**src/design/cfl_pkg.sv**
```systemverilog
// ----------------------------------------------------------------------------
// cfl_pkg
// Shared types for the camera frame builder: the front-to-back record.
// ----------------------------------------------------------------------------
package cfl_pkg;

  // signs of the look vector components, as the front part leaves them
  typedef struct packed {
    logic [2:0] neg;
  } cfl_class_t;

endpackage

```
**src/design/cfl_front.sv**
```systemverilog
// ----------------------------------------------------------------------------
// cfl_front
// Input register stage: takes a pose request and splits the look vector into
// magnitudes and signs.
// ----------------------------------------------------------------------------
module cfl_front
  import cfl_pkg::*;
#(
  parameter int unsigned IN_WIDTH = 32
) (
  input  logic                clk_i,
  input  logic                rst_ni,
  input  logic                valid_i,
  output logic                stall_o,
  input  logic [IN_WIDTH-1:0] pos_x_i,
  input  logic [IN_WIDTH-1:0] pos_y_i,
  input  logic [IN_WIDTH-1:0] pos_z_i,
  input  logic [IN_WIDTH-1:0] look_x_i,
  input  logic [IN_WIDTH-1:0] look_y_i,
  input  logic [IN_WIDTH-1:0] look_z_i,
  output logic                valid_o,
  input  logic                stall_i,
  output logic [IN_WIDTH-1:0] pos_o [3],
  output logic [IN_WIDTH-1:0] mag_o [3],
  output cfl_class_t          cls_o
);

  logic                valid_q;
  logic [IN_WIDTH-1:0] pos_q [3];
  logic [IN_WIDTH-1:0] mag_q [3];
  cfl_class_t          cls_q;
  logic [IN_WIDTH-1:0] look [3];
  logic [IN_WIDTH-1:0] mag_d [3];
  logic                load;

  assign look[0] = look_x_i;
  assign look[1] = look_y_i;
  assign look[2] = look_z_i;
  assign stall_o = valid_q && stall_i;
  assign load    = valid_i && !stall_o;

  // magnitude of each component, most negative value stays exact as unsigned
  always_comb begin
    for (int i = 0; i < 3; i++) begin
      mag_d[i] = look[i][IN_WIDTH-1] ? (~look[i] + 1'b1) : look[i];
    end
  end

  // control register
  always_ff @(posedge clk_i or negedge rst_ni) begin
    if (!rst_ni) begin
      valid_q <= 1'b0;
    end else if (!stall_o) begin
      valid_q <= valid_i;
    end
  end

  // payload register
  always_ff @(posedge clk_i) begin
    if (load) begin
      pos_q[0] <= pos_x_i;
      pos_q[1] <= pos_y_i;
      pos_q[2] <= pos_z_i;
      mag_q <= mag_d;
      cls_q.neg <= {look_z_i[IN_WIDTH-1], look_y_i[IN_WIDTH-1], look_x_i[IN_WIDTH-1]};
    end
  end

  assign valid_o = valid_q;
  assign pos_o   = pos_q;
  assign mag_o   = mag_q;
  assign cls_o   = cls_q;

endmodule

```
**config.mk**
```make
export PLATFORM = sky130hd
export DESIGN_NAME = cfl_front
export DESIGN_NICKNAME = d
export VERILOG_FILES = /design/src/design/cfl_pkg.sv /design/src/design/cfl_front.sv
export SDC_FILE = /design/constraint.sdc
export NUM_CORES = 1
export LEC_CHECK = 0
export BUFFER_PORTS_ARGS = -buffer_cell sky130_fd_sc_hd__buf_2
export CORE_AREA = 2 2 152 154
export CTS_CLUSTER_DIAMETER = 40
export DETAILED_ROUTE_END_ITERATION = 16
export DIE_AREA = 0 0 154 156
export GPL_ROUTABILITY_DRIVEN = 0
export HOLD_SLACK_MARGIN = 0.12
export MAX_ROUTING_LAYER = met4
export PLACE_DENSITY_LB_ADDON = 0.08
export SKIP_CTS_REPAIR_TIMING = 1
export SLEW_MARGIN = 30
export SYNTH_ARGS = -nofsm -noshare
export SYNTH_HDL_FRONTEND = slang
export SYNTH_SLANG_ARGS = --single-unit
```
**constraint.sdc**
```tcl
create_clock -name clk_i -period 13.57 [get_ports clk_i]
set_clock_uncertainty 0.05 [all_clocks]
set_input_delay 1.357 -clock clk_i [delete_from_list [all_inputs] [get_ports clk_i]]
set_output_delay 1.357 -clock clk_i [all_outputs]
set_load 0.01 [all_outputs]
```
==> run summary <==
status -> finished, final reports clean
Synth Instances -> 503
Max VDD drop -> 72.5 uV
Max clock buf depth -> 2
row cnt -> 55
Power Density -> 129 nW/um2
Avg WL per Cell -> 18.9 um
number of synthesized flops with an enable pin -> 195
CTS Root Cell -> clkbuf_16
CTS Sinks -> 196
DPL Wire Length -> 17.5 mm
initial antenna violation count -> 9
Final Hold Fails -> 0
First-pass DRT Iterations -> 4
final core occ -> 0.489
Internal Power -> 1.04 mW
fillers -> 2007
final net count -> 1106
Post-Layout Cell Count -> 1211
Slew Viols, Final -> 0
Power Total -> 1.41 mW
sequential power share -> 0.513
syn avg cell area -> 15.9 um2
top sig layer -> met4
max frequency -> 0.281 GHz
Psw -> 0.372 mW
met3 WL -> 1.83 mm
DR vias -> 5806
IO Port Bufs -> 392
Post-synth ARST share -> 0.00510
GR Overflow Total -> 0
H-tree depth -> 4
Die X -> 154 um
setup violators final -> 0
WHS -> 628 ps
CP required -> 13590 ps
clk_lat worst skew -> 430 ps
flop and latch count out of synthesis -> 196
Seq/Total Area, Yosys -> 0.735
worst-path fanout max -> 53
Net Sw Frac -> 0.264
Period Utilization, post-route -> 0.263
crit path kind -> in -> reg
Worst setup EP type -> register
die height -> 156 um
WL met1 -> 8.92 mm
Yosys cell types -> 34
Mapped Area -> 8000 um2
Comb pwr share -> 0.116
CP arrival -> 3580 ps
total track usage -> 0.191
Initial Utilization -> 0.358
worst-margin pin slew -> 847 ps
via/cell ratio -> 4.79
slew margin rel. -> 0.430
Post-DRT Antenna Nets -> 0
yosys warns -> 0
num ports -> 393
Setup TNS -> 0 ps
Iter 0 DRT Violations -> 298
Die ar. -> 24000 um2
first-pass GRT wire length -> 33.7 mm
Pleak -> 4.31 nW
largest net degree at the start of global routing -> 75
share of layout cells above drive strength 1 -> 0.484
CTS tree -> done
Synth Net Count -> 705
vias in the first global route -> 5844
Core ar. -> 22400 um2
cts bufs inserted -> 17
post-layout min period -> 3560 ps
DRC Markers -> 0
routed wl met2 -> 11.7 mm
Inst Count DP -> 1170
Hold WC Path Type -> in -> async
RSZ-0062 raised after global routing -> false
Reg clk slew, reported paths -> 80 ps
power share of the clock group -> 0.371
Max Cap Viol -> 0
Setup crit start kind -> primary input
dominant synthesized flop cell -> edfxtp_1
Syn-to-layout area delta -> 36.8%
DRT Wirelength -> 22.9 mm
[per-layer routing]
metal | vias up | GRT usage
met4 | 0 | 0.0619
met5 | - | -
li1 | 2751 | -
met2 | 235 | 0.324
met1 | 2790 | 0.214
met3 | 30 | 0.0631
[logic make-up (layout without fill, tap and decap cells)]
family,Yosys count,after routing,synth area share
adder cells (fa/ha/maj),6,6,0.00939
other,0,9,0
XOR/XNOR,87,87,0.0953
AO/OA/AOI/OAI,76,76,0.0699
AND/OR/NAND/NOR,113,113,0.0773
flip-flops,196,196,0.735
buffers and inverters,25,439,0.0127
[Yosys cell counts (5+ instances only)]
cell type  number  area share
or4_1          10      0.0094
o31ai_1        21       0.020
nor2_1         10      0.0047
clkbuf_1       10      0.0047
or2_2           7      0.0055
or3_1           7      0.0055
nand2b_1        8      0.0063
ha_1            6      0.0094
edfxtp_1      195        0.73
nand3_1         6      0.0038
o41ai_1        14       0.015
xnor2_1        84       0.092
nor4_1         13       0.010
inv_1          12      0.0056
o21ai_0        33       0.021
nor3_1          5      0.0031
nand2_1        34       0.016
[area by class of cell]
type | instances | area, um2 | area share
tap | 285 | 357 | 0.0326
timing repair buffer | 395 | 1990 | 0.182
sequential | 196 | 5880 | 0.538
clock buffer | 17 | 425 | 0.0389
antenna | 9 | 22.5 | 0.00206
clock inverter | 15 | 189 | 0.0173
inverter | 12 | 45.0 | 0.00412
multi-input combinational | 282 | 2030 | 0.185
[registers in the layout, indices dropped and copies added, names as in the netlist]
register  count
mag_o        96
pos_o        96
cls_o         3
valid_o       1
[power by group through the flow]
| stage | registers [mW] | clock network [mW] | logic [mW] |
|---|---|---|---|
| 2_1_floorplan | 0.769 | 0 | 0.0524 |
| 3_3_place_gp | 0.737 | 0 | 0.163 |
| 3_5_place_dp | 0.738 | 0 | 0.166 |
| 4_1_cts | 0.725 | 0.541 | 0.166 |
| 5_1_grt | 0.728 | 0.565 | 0.179 |
| 6_report | 0.724 | 0.524 | 0.164 |
[worst paths after layout]
| check | start | to | slack (ps) | cells after the start |
|---|---|---|---|---|
| worst max-delay path | stall_i | pos_o[19]$_DFFE_PP_ | 10010 | 5 |
| worst min-delay path | rst_ni | valid_o$_DFFE_PN0N_ | 630 | 1 |
| worst max register to register | valid_o$_DFFE_PN0N_ | pos_o[19]$_DFFE_PP_ | 10610 | 4 |
| worst min register to register | valid_o$_DFFE_PN0N_ | valid_o$_DFFE_PN0N_ | 660 | 2 |
| max in group asynchronous | rst_ni | valid_o$_DFFE_PN0N_ | 12760 | 1 |
| min in group clk_i | valid_o$_DFFE_PN0N_ | valid_o$_DFFE_PN0N_ | 660 | 2 |
[cells in the final DEF, fill, tap and decap left out, drive strengths merged, types with 2 or more instances in the layout]
master / count
xor2: 3
nor2b: 2
or3: 8
nand2b: 8
a31oi: 2
or4: 12
o21ai: 33
nor3: 5
edfxtp: 195
nor4: 13
or2: 7
clkbuf: 17
clkinv: 4
diode: 9
nand3: 6
ha: 6
xnor2: 84
o31ai: 21
o41ai: 19
inv: 23
nor2: 10
buf: 395
nand2: 34
nand4: 3
[critical path, stage by stage]
cell and delay [ps]:
buf_2 90, and2_1 170, nor2b_4 610, buf_4 680, buf_4 600
[stage by stage]
step | setup slack (ps) | area, um2
global placement | 9640 | 10300
finish | 10010 | 10900
global route | 9870 | 10900
floorplan | 2620 | 8000
CTS | 10010 | 10900
detailed placement | 9540 | 10300
Power figures use the tool's default switching activity.
